$ cat src/rtl/mqm_pkg.sv
`default_nettype none
// ----------------------------------------------------------------------------
// mqm_pkg
// Shared constants and types of the multi-queue mailbox.
// ----------------------------------------------------------------------------
package mqm_pkg;
    localparam int NUM_QUEUES_DEF        = 256;
    localparam int QUEUE_DEPTH_DEF       = 32;
    localparam int MAX_PAYLOAD_BYTES_DEF = 8;

    localparam logic [2:0] CMD_SEND    = 3'd0;
    localparam logic [2:0] CMD_REQUEST = 3'd1;
    localparam logic [2:0] CMD_BCAST   = 3'd2;
    localparam logic [2:0] CMD_RECV    = 3'd3;
    localparam logic [2:0] CMD_STATS   = 3'd4;

    localparam logic [2:0] ST_OK    = 3'd0;
    localparam logic [2:0] ST_SIZE  = 3'd1;
    localparam logic [2:0] ST_RANGE = 3'd2;
    localparam logic [2:0] ST_FULL  = 3'd3;
    localparam logic [2:0] ST_EMPTY = 3'd4;

    typedef struct packed {
        logic [2:0]  command;
        logic [9:0]  task_id;
        logic [9:0]  peer_task;
        logic [63:0] payload;
        logic [7:0]  payload_size;
        logic [63:0] time_stamp;
    } cmd_t;

    typedef struct packed {
        logic [2:0]  status;
        logic [9:0]  out_sender;
        logic [63:0] out_message_id;
        logic [63:0] out_request_id;
        logic        out_type;
        logic [3:0]  out_size;
        logic [63:0] out_payload;
        logic [63:0] out_time;
        logic [31:0] stat_received;
        logic [31:0] stat_dropped;
        logic [31:0] stat_sent;
        logic [31:0] stat_broadcasts;
    } res_t;
endpackage
`default_nettype wire

$ cat src/rtl/mqm_front.sv
`default_nettype none
// ----------------------------------------------------------------------------
// mqm_front
// Accepts command words and holds them in a two-entry queue for the engine.
// ----------------------------------------------------------------------------
module mqm_front (
    input  wire logic          aclk,
    input  wire logic          aresetn,
    input  wire logic          in_valid,
    output logic               in_ready,
    input  wire mqm_pkg::cmd_t in_cmd,
    output logic               q_valid,
    input  wire logic          q_ready,
    output mqm_pkg::cmd_t      q_cmd
);
    import mqm_pkg::*;

    cmd_t       buf_reg [2];
    logic       wr_reg, rd_reg;
    logic [1:0] cnt_reg;
    logic       push, pop;

    assign in_ready = (cnt_reg != 2'd2);
    assign q_valid  = (cnt_reg != 2'd0);
    assign q_cmd    = buf_reg[rd_reg];
    assign push     = in_valid && in_ready;
    assign pop      = q_valid && q_ready;

    always_ff @(posedge aclk) begin
        if (push) begin
            buf_reg[wr_reg] <= in_cmd;
        end
        if (!aresetn) begin
            wr_reg  <= 1'b0;
            rd_reg  <= 1'b0;
            cnt_reg <= 2'd0;
        end else begin
            if (push) wr_reg <= ~wr_reg;
            if (pop)  rd_reg <= ~rd_reg;
            cnt_reg <= cnt_reg + {1'b0, push} - {1'b0, pop};
        end
    end
endmodule
`default_nettype wire

$ cat config.mk
export PLATFORM = sky130hd
export DESIGN_NAME = mqm_front
export DESIGN_NICKNAME = d
export VERILOG_FILES = /design/src/rtl/mqm_pkg.sv /design/src/rtl/mqm_front.sv
export SDC_FILE = /design/constraint.sdc
export NUM_CORES = 1
export LEC_CHECK = 0
export BUFFER_PORTS_ARGS = -buffer_cell sky130_fd_sc_hd__buf_2
export CORE_ASPECT_RATIO = 1.1
export CORE_MARGIN = 1
export CORE_UTILIZATION = 38
export CTS_CLUSTER_SIZE = 12
export DETAILED_ROUTE_END_ITERATION = 16
export PLACE_DENSITY_LB_ADDON = 0.2
export SLEW_MARGIN = 20
export SYNTH_ARGS = -nofsm -noshare
export SYNTH_HDL_FRONTEND = slang
export SYNTH_SLANG_ARGS = --single-unit
$ cat constraint.sdc
create_clock -name aclk -period 7.7 [get_ports aclk]
set_input_delay 0.385 -clock aclk [delete_from_list [all_inputs] [get_ports aclk]]
set_output_delay 0.385 -clock aclk [all_outputs]
set_load 0.01 [all_outputs]
==> flow_metrics.env, run 1 <==
export IMPL_start_kind="flop"
export IMPL_clock_latency_ps=510
export IMPL_fin_tns_setup_ps=0
export IMPL_run_status="finished clean"
export IMPL_required_ps=7320
export IMPL_cts_htree_levels=2
export IMPL_die_w_um=172
export IMPL_worst_pin_slew_ps=1060
export IMPL_min_path_type="input pin to flop"
export IMPL_cts_setup_buffers=0
export IMPL_vias_per_cell=4.52
export IMPL_place_ws_ps=4810
export IMPL_sequentialPowerShare_pct=45.7
export IMPL_antenna_found_initial=8
export IMPL_synth_ff_type="edfxtp_1"
export IMPL_drt_wl_total_um=23100
export IMPL_synthesis_nets=684
export IMPL_vias=5960
export IMPL_cts_sinks=323
export IMPL_powerDensity_nw_per_um2=330
export IMPL_criticalPathCategory="flop to output port"
export IMPL_grt_use_total_pct=13.8
export IMPL_drive_above_1_share_pct=59.8
export IMPL_worst_ep_arrival_time_ps=2960
export IMPL_rows=68
export IMPL_die_area_um2=32600
export IMPL_fin_worst_skew_ps=13.4
export IMPL_postRouteAntennaNets=0
export IMPL_avgRoutedWirePerCell_um=17.5
export IMPL_core_area_um2=31400
export IMPL_peakVddDrop_mv=0.231
export IMPL_grt_max_degree=160
export IMPL_die_y_um=189
export IMPL_final_period_utilization_pct=43.5
export IMPL_ys_ff_latch=323
export IMPL_p_leak_nw=5.83
export IMPL_postPlaceCellArea_um2=14200
export IMPL_slew_violations=0
export IMPL_pin_count=324
export IMPL_hpwl_um=14700
export IMPL_combinationalPowerShare_pct=23.4
export IMPL_cp_end_kind="output port"
export IMPL_grt_pass1_vias=6048
export IMPL_yosys_warnings=0
export IMPL_drc_errors=0
export IMPL_fin_area_um2=15200
export IMPL_maxSlewHeadroom_pct=29.5
export IMPL_dr_pass1_iters=4
export IMPL_clkTransAtPathRegs_ps=60
export IMPL_syn_to_final_growth_pct=25.7
export IMPL_nNetsFinal=1032
export IMPL_largest_reg_flops=318
export IMPL_synth_seq_area_share_pct=79.5
export IMPL_min_period_ps=3350
export IMPL_hold_buffers=0
export IMPL_pwr_share_clk_pct=30.9
export IMPL_cts_made_buffers=36
export IMPL_switching_power_w=0.00132
export IMPL_synth_commonest_cells="edfxtp_1, mux2_4, mux2_2, buf_6, dfxtp_1"
export IMPL_syn_area_um2=12100
export IMPL_setup_ws_ps=4350
export IMPL_cts_tree="done"
export IMPL_root_buffer="clkbuf_16"
export IMPL_drt_iter0_drc=280
export IMPL_netlist_cell_type_count=18
export IMPL_fin_util_pct=48.6
export IMPL_switching_share_pct=26.2
export IMPL_initial_core_util_pct=38.6
export IMPL_path_max_fanout=54
export IMPL_gp_congestion=0.685
export IMPL_async_flop_share_pct=0
export IMPL_timing_hold_ws_ps=53.5
export IMPL_yosys_area_top_type="edfxtp_1"
export IMPL_yosys_area_top_type_share_pct=78.7
export IMPL_maxCapViolations=0
export IMPL_clockBufferDepth=3
export IMPL_syn_area_per_cell_um2=23.4
export IMPL_rsz0062_at_grt="false"
export IMPL_internal_power_w=0.00372
export IMPL_syn_inst=519
export IMPL_synth_area_leaders="edfxtp_1, mux2_4, mux2_2"
export IMPL_grt_pass1_wl_um=33400
export IMPL_synth_edff_count=318
export IMPL_gr_total_overflow=0
export IMPL_fmax_mhz=299
export IMPL_synthMostInstantiatedCell="edfxtp_1"
export IMPL_place_port_buffers=323
export IMPL_finalSetupViolations=0
export IMPL_cts_resized_gates=0
export IMPL_hold_viol=0
## layout make-up
type | count | area [um2]
Clock buffer | 49 | 971
Tap cell | 420 | 526
Inverter | 1 | 3.75
Antenna cell | 5 | 12.5
Multi-Input combinational cell | 177 | 2310
Sequential cell | 323 | 9650
Clock inverter | 16 | 105
Fill cell | 2706 | 16100
Timing Repair Buffer | 328 | 1670
## critical path, stage by stage (launching register included)
cell and delay, ps:
dfxtp_4 920, buf_4 920, mux2_2 430, buf_2 140
## power by group through the flow
stage	sequential, W	clock (W)	combinational, W
2_1_floorplan	0.00232	0	0.000835
3_3_place_gp	0.00234	0	0.00120
3_5_place_dp	0.00234	0	0.00120
4_1_cts	0.00231	0.00161	0.00121
5_1_grt	0.00233	0.00167	0.00127
6_report	0.00230	0.00156	0.00118
## cells in the final DEF (no fill, tap or decap), types with 2 or more instances in the layout
master     count
and2_1         2
buf_2        323
buf_4          4
clkbuf_1      12
clkbuf_16     37
clkinv_1       9
clkinv_2       3
dfxtp_1        4
diode_2        5
edfxtp_1     318
ha_1           2
inv_6          2
mux2_2        58
mux2_4       101
nand2_1        2
nand2b_1       2
nor2b_1        2
xnor2_1        3
## metrics by stage
stage	std cells	total power, W
after floorplan	519	0.00316
after global placement	1249	0.00354
after detailed placement	1249	0.00355
after CTS	1314	0.00512
after global routing	1316	0.00527
final	1319	0.00504
## metal layers
layer	GRT usage [%]	wire, um	up-vias
li1	-	-	2781
met1	15.8	9170	2897
met2	22.1	10800	232
met3	6.90	2540	44
met4	4.87	556	6
met5	0	30	-
## worst paths after layout
kind,cells after the start,start,slack (ps),endpoint
setup / recovery,3,flop,4350,q_cmd[29]
hold reg to reg,2,wr_reg,520,wr_reg
hold / removal,1,in_cmd[20],50,buf_reg[1][20]
setup reg to reg,3,cnt_reg[0],5390,buf_reg[1][87]
## cell families (layout without fill, tap and decap cells)
family	count (synthesis)	in the layout	share of synthesized area [%]
buffers and inverters	19	394	1.50
DFF	323	323	79.5
adders and majority gates	2	2	0.206
AOI/OAI and AO/OA	1	1	0.0619
muxes	160	160	18.0
and+or+nand+nor	11	11	0.505
xor gates and xnor gates	3	3	0.217
other	0	5	0
Power figures use the tool's default switching activity.
==> inputs of run 2 (changes only) <==
ABC_AREA = 1   (was unset)
clock period = 2.8 ns   (was 7.7 ns; I/O delays follow)
==> run 2 against run 1 <==
  * Combinational power increased to 3.0 times the previous value
  * Sequential power increased to 2.7 times the previous value
  * Highest routed layer is now met4
  * Non-clock buffer count increased by 168
  * Largest power group unchanged
  * First-iteration DRC count decreased by 11%
  * Utilization increased by 5.5 points
  * Count of clock-buffer cells in the layout decreased by 2
  * Critical endpoint is now q_cmd[27]
  * Cell area increased by 11%
==> flow_metrics.env, run 2 <==
export IMPL_run_status="finished clean"
export IMPL_async_flop_share_pct=0
export IMPL_clockBufferDepth=3
export IMPL_fin_util_pct=54.0
export IMPL_rsz0062_at_grt="false"
export IMPL_drt_iter0_drc=248
export IMPL_switching_power_w=0.00363
export IMPL_drive_above_1_share_pct=51.2
export IMPL_vias_per_cell=4.41
export IMPL_pwr_share_clk_pct=29.8
export IMPL_maxSlewHeadroom_pct=38.5
export IMPL_vias=6567
export IMPL_cts_made_buffers=35
export IMPL_syn_area_per_cell_um2=22.9
export IMPL_core_area_um2=31400
export IMPL_hold_viol=0
export IMPL_drc_errors=0
export IMPL_rows=68
export IMPL_syn_area_um2=12100
export IMPL_cts_htree_levels=2
export IMPL_required_ps=2660
export IMPL_nNetsFinal=1211
export IMPL_sequentialPowerShare_pct=45.1
export IMPL_synth_edff_count=318
export IMPL_grt_max_degree=133
export IMPL_final_period_utilization_pct=74.6
export IMPL_gp_congestion=0.690
export IMPL_maxCapViolations=0
export IMPL_cts_sinks=323
export IMPL_largest_reg_flops=318
export IMPL_yosys_warnings=0
export IMPL_ys_ff_latch=323
export IMPL_netlist_cell_type_count=12
export IMPL_postRouteAntennaNets=0
export IMPL_min_path_type="input pin to flop"
export IMPL_yosys_area_top_type_share_pct=78.7
export IMPL_hp_start="in_cmd[20]"
export IMPL_synth_seq_area_share_pct=79.5
export IMPL_pin_count=324
export IMPL_synthesis_nets=696
export IMPL_cts_tree="done"
export IMPL_internal_power_w=0.0104
export IMPL_worst_pin_slew_ps=923
export IMPL_clkTransAtPathRegs_ps=50
export IMPL_synth_xor_area_share_pct=0
export IMPL_grt_pass1_vias=6889
export IMPL_path_max_fanout=18
export IMPL_die_w_um=172
export IMPL_grt_use_total_pct=14.4
export IMPL_p_leak_nw=6.58
export IMPL_instances_no_fill=1489
export IMPL_reg2reg_setup_slack_ps=1020
export IMPL_muxShareOfSynthArea_pct=17.9
export IMPL_ff2ff_path_depth=5
export IMPL_dp_cells=1267
export IMPL_worst_ep_arrival_time_ps=1950
export IMPL_synth_fa_ha_area_share_pct=0.206
export IMPL_gr_total_overflow=0
export IMPL_peakVddDrop_mv=0.642
export IMPL_syn_to_final_growth_pct=39.8
export IMPL_most_common_layout_cells="buf_2, edfxtp_1, dlygate4sd3_1, mux2_4, mux2_2"
export IMPL_hpwl_um=15100
export IMPL_min_to="buf_reg[0][20]"
export IMPL_dr_pass1_iters=4
export IMPL_fin_worst_skew_ps=14.4
export IMPL_criticalPathCategory="flop to output port"
export IMPL_synthSimpleGateAreaFrac_pct=0.649
export IMPL_finalSetupViolations=0
export IMPL_r2r_end="buf_reg[1][72]"
export IMPL_grt_pass1_wl_um=36200
export IMPL_cp_end_kind="output port"
export IMPL_yosys_area_top_type="edfxtp_1"
export IMPL_fin_area_um2=17000
export IMPL_die_y_um=189
export IMPL_r2r_start="cnt_reg[0]"
export IMPL_drt_wl_total_um=24100
export IMPL_clock_latency_ps=500
export IMPL_initial_core_util_pct=38.7
export IMPL_synth_area_leaders="edfxtp_1, mux2_4, mux2_2"
export IMPL_min_period_ps=2090
export IMPL_synth_ff_type="edfxtp_1"
export IMPL_slew_violations=0
export IMPL_postPlaceCellArea_um2=14300
export IMPL_synth_compound_area_share_pct=0.0825
export IMPL_synth_commonest_cells="edfxtp_1, mux2_4, mux2_2, buf_6, nand2_1"
export IMPL_timing_hold_ws_ps=362
export IMPL_start_kind="flop"
export IMPL_cts_resized_gates=0
export IMPL_die_area_um2=32700
export IMPL_fmax_mhz=479
export IMPL_synth_top_family_by_area="multiplexers"
export IMPL_final_common_cell="buf_2"
export IMPL_switching_share_pct=25.9
export IMPL_syn_inst=531
export IMPL_antenna_found_initial=3
export IMPL_avgRoutedWirePerCell_um=16.2
export IMPL_min_path_cells=2
export IMPL_powerDensity_nw_per_um2=824
export IMPL_combinationalPowerShare_pct=25.1
export IMPL_root_buffer="clkbuf_16"
export IMPL_synthMostInstantiatedCell="edfxtp_1"
export IMPL_place_port_buffers=323
[run 2: cell types whose count changed after synthesis, moves of 2 or more]
cell / delta
nand2b_1: -2
nor2_1: +7
nand3_1: +3
xnor2_1: -3
a21oi_1: +2
and2_1: -2
nor2b_1: -2
nand2_1: +7
inv_1: +6
[run 2: per-stage QoR]
step	setup TNS [ps]	power, W	worst slack [ps]
2_1_floorplan	-155250	0.00862	-494
3_3_place_gp	0	0.00978	1100
3_5_place_dp	0	0.00981	1090
4_1_cts	0	0.0142	635
5_1_grt	0	0.0147	605
6_report	0	0.0140	711
[run 2: cell families after synthesis]
logic type                 after synthesis
DFF                                    323
muxes                                  159
AOI/OAI and AO/OA                        2
adders and majority gates                2
buffers and inverters                   25
and+or+nand+nor                         20
[run 2: cell type report]
class | count | area, um2
Timing Repair Buffer | 496 | 3400
Multi-Input combinational cell | 183 | 2310
Clock inverter | 10 | 45.0
Sequential cell | 323 | 9660
Tap cell | 420 | 526
Antenna cell | 3 | 7.51
Fill cell | 2529 | 14400
Clock buffer | 47 | 993
Inverter | 7 | 30.0
[run 2: worst max path at each step]
stage	startpoint	endpoint	slack, ps
3_3_place_gp	cnt_reg[0]	buf_reg[1][96]	1100
5_1_grt	flop	q_cmd[27]	610
3_5_place_dp	cnt_reg[0]	buf_reg[1][53]	1090
6_report	flop	q_cmd[27]	710
4_1_cts	flop	q_cmd[27]	640
2_1_floorplan	cnt_reg[0]	buf_reg[0][0]	-490
[run 2: worst max-delay path, stage by stage, from the launching register on]
cell and delay [ps]:
dfxtp_4 550, buf_4 380, mux2_2 380, buf_2 140
[run 2: layer usage]
layer  routed length (um)  vias up  global-route usage, %
li1                     -     3142                      -
met1                 9470     3147                   16.6
met2                11700      244                   24.2
met3                 2490       34                   6.19
met4                  443        0                   4.15
met5                    0        -                      0
[run 2: power groups by stage]
stage	Sequential [W]	Combinational [W]	Clock, W
after CTS	0.00632	0.00359	0.00431
after global placement	0.00639	0.00340	0
after global routing	0.00637	0.00380	0.00449
final	0.00631	0.00352	0.00416
after floorplan	0.00639	0.00223	0
after detailed placement	0.00642	0.00340	0
[run 2: timing repair]
| action | CTS | global route |
|---|---|---|
| hold buffers | 162 | 0 |
| hold endpoints to repair | 323 | 0 |
| setup buffers | 0 | 0 |
==> inputs of run 3 (changes only) <==
clock period = 1.7 ns   (was 2.8 ns; I/O delays follow)
==> run 3 against run 2 <==
  * Power up 78%
  * Combinational power up 120%
  * Count of clock-buffer cells in the layout shrank 1
  * Worst setup slack got worse by 820 ps
  * Die area stayed put
  * Via count rose by 3.3%
  * Cell count grew 1.7%
  * First-iteration DRC count rose by 10%
  * The flow now finishes with violations (setup timing)
  * Global-route usage up 1.2 points
  * Non-clock buffer count grew 33
==> flow_metrics.env, run 3 (same netlist as run 2, synthesis figures left out) <==
export IMPL_fin_worst_skew_ps=9.88
export IMPL_grt_max_degree=46
export IMPL_maxCapViolations=0
export IMPL_hp_start="in_cmd[128]"
export IMPL_combinationalPowerShare_pct=31.4
export IMPL_die_area_um2=32700
export IMPL_place_ws_ps=242
export IMPL_root_buffer="clkbuf_16"
export IMPL_switching_power_w=0.00642
export IMPL_gr_total_overflow=0
export IMPL_min_period_ps=1810
export IMPL_largest_reg_flops=318
export IMPL_min_path_type="input pin to flop"
export IMPL_clkTransAtPathRegs_ps=60
export IMPL_core_area_um2=31400
export IMPL_syn_to_final_growth_pct=49.7
export IMPL_peakVddDrop_mv=0.973
export IMPL_most_common_layout_cells="edfxtp_1, buf_2, dlygate4sd3_1, mux2_4, buf_6"
export IMPL_hold_viol=0
export IMPL_sequentialPowerShare_pct=41.7
export IMPL_powerDensity_nw_per_um2=1370
export IMPL_clockBufferDepth=3
export IMPL_vias_per_cell=4.48
export IMPL_dr_pass1_iters=4
export IMPL_gp_congestion=0.713
export IMPL_dp_cells=1288
export IMPL_rows=68
export IMPL_drt_iter0_drc=274
export IMPL_place_port_buffers=323
export IMPL_criticalPathCategory="flop to output port"
export IMPL_grt_use_total_pct=15.6
export IMPL_violations="setup timing"
export IMPL_cp_end_kind="output port"
export IMPL_p_leak_nw=7.12
export IMPL_initial_core_util_pct=38.7
export IMPL_r2r_start="cnt_reg[1]"
export IMPL_grt_pass1_vias=7158
export IMPL_run_status="finished with violations"
export IMPL_path_max_fanout=19
export IMPL_final_period_utilization_pct=106
export IMPL_start_kind="flop"
export IMPL_die_y_um=189
export IMPL_die_w_um=172
export IMPL_pwr_share_clk_pct=26.8
export IMPL_required_ps=1620
export IMPL_finalSetupViolations=156
export IMPL_fmax_mhz=553
export IMPL_cts_sinks=323
export IMPL_clock_latency_ps=490
export IMPL_drive_above_1_share_pct=52.5
export IMPL_worst_pin_slew_ps=293
export IMPL_nNetsFinal=1243
export IMPL_antenna_found_initial=0
export IMPL_slew_violations=0
export IMPL_postRouteAntennaNets=0
export IMPL_switching_share_pct=25.9
export IMPL_instances_no_fill=1514
export IMPL_vias=6782
export IMPL_cts_tree="done"
export IMPL_worst_ep_arrival_time_ps=1720
export IMPL_cts_htree_levels=2
export IMPL_drt_wl_total_um=26500
export IMPL_setup_ws_ps=-107
export IMPL_rsz0062_at_grt="true"
export IMPL_maxSlewHeadroom_pct=80.5
export IMPL_hpwl_um=16900
export IMPL_grt_pass1_wl_um=38500
export IMPL_drc_errors=0
export IMPL_avgRoutedWirePerCell_um=17.5
export IMPL_timing_hold_ws_ps=307
export IMPL_diodes=0
export IMPL_pin_count=324
export IMPL_internal_power_w=0.0184
export IMPL_cts_made_buffers=34
export IMPL_final_common_cell="edfxtp_1"
run 3: worst paths after layout:
check | endpoint | slack, ps | cells after the start
setup / recovery | q_cmd[120] | -110 | 4
hold / removal | buf_reg[0][128] | 310 | 2
setup reg to reg | cnt_reg[1] | 220 | 8
hold reg to reg | rd_reg | 530 | 2
run 3: metrics by stage:
step / setup TNS (ps) / util (%) / cell area, um2 / total power [W]
after floorplan: -505050 / - / 12200 / 0.0142
after detailed placement: 0 / 46.4 / 14600 / 0.0165
after global routing: -19280 / 57.9 / 18200 / 0.0259
after CTS: -15210 / 56.9 / 17900 / 0.0247
after global placement: 0 / 46.4 / 14600 / 0.0164
final: -8180 / 57.9 / 18200 / 0.0248
run 3: power by group through the flow:
stage          Combinational, W  Clock, W  Sequential [W]
5_1_grt                 0.00831   0.00716          0.0104
3_5_place_dp            0.00600         0          0.0105
6_report                0.00781   0.00666          0.0104
3_3_place_gp            0.00598         0          0.0105
4_1_cts                 0.00744   0.00686          0.0104
2_1_floorplan           0.00368         0          0.0105
run 3: worst max-delay path: stages (launching register included):
cell,delay (ps)
dfxtp_4,410
buf_12,160
buf_16,180
mux2_4,320
buf_6,120
run 3: area by class of cell:
| type | count | area, um2 |
|---|---|---|
| Fill cell | 2341 | 13200 |
| Sequential cell | 323 | 9660 |
| Clock buffer | 46 | 917 |
| Multi-Input combinational cell | 183 | 2420 |
| Clock inverter | 6 | 56.3 |
| Inverter | 7 | 30.0 |
| Tap cell | 420 | 526 |
| Timing Repair Buffer | 529 | 4560 |
run 3: metal layers:
| layer | GRT usage, % | wire length [um] | vias to the layer above |
|---|---|---|---|
| li1 | - | - | 3189 |
| met1 | 18.3 | 10700 | 3309 |
| met2 | 26.9 | 13000 | 247 |
| met3 | 5.66 | 2400 | 37 |
| met4 | 3.85 | 423 | 0 |
| met5 | 0 | 0 | - |
run 3: repair_timing:
| item | CTS | global route |
|---|---|---|
| hold endpoints to repair | 323 | 0 |
| endpoints found under the setup margin | 146 | 159 |
| resized for setup | 98 | 53 |
| cloned | 4 | 4 |
| hold buffers | 162 | 0 |
| pin swaps | 0 | 0 |
| buffers inserted | 4 | 0 |
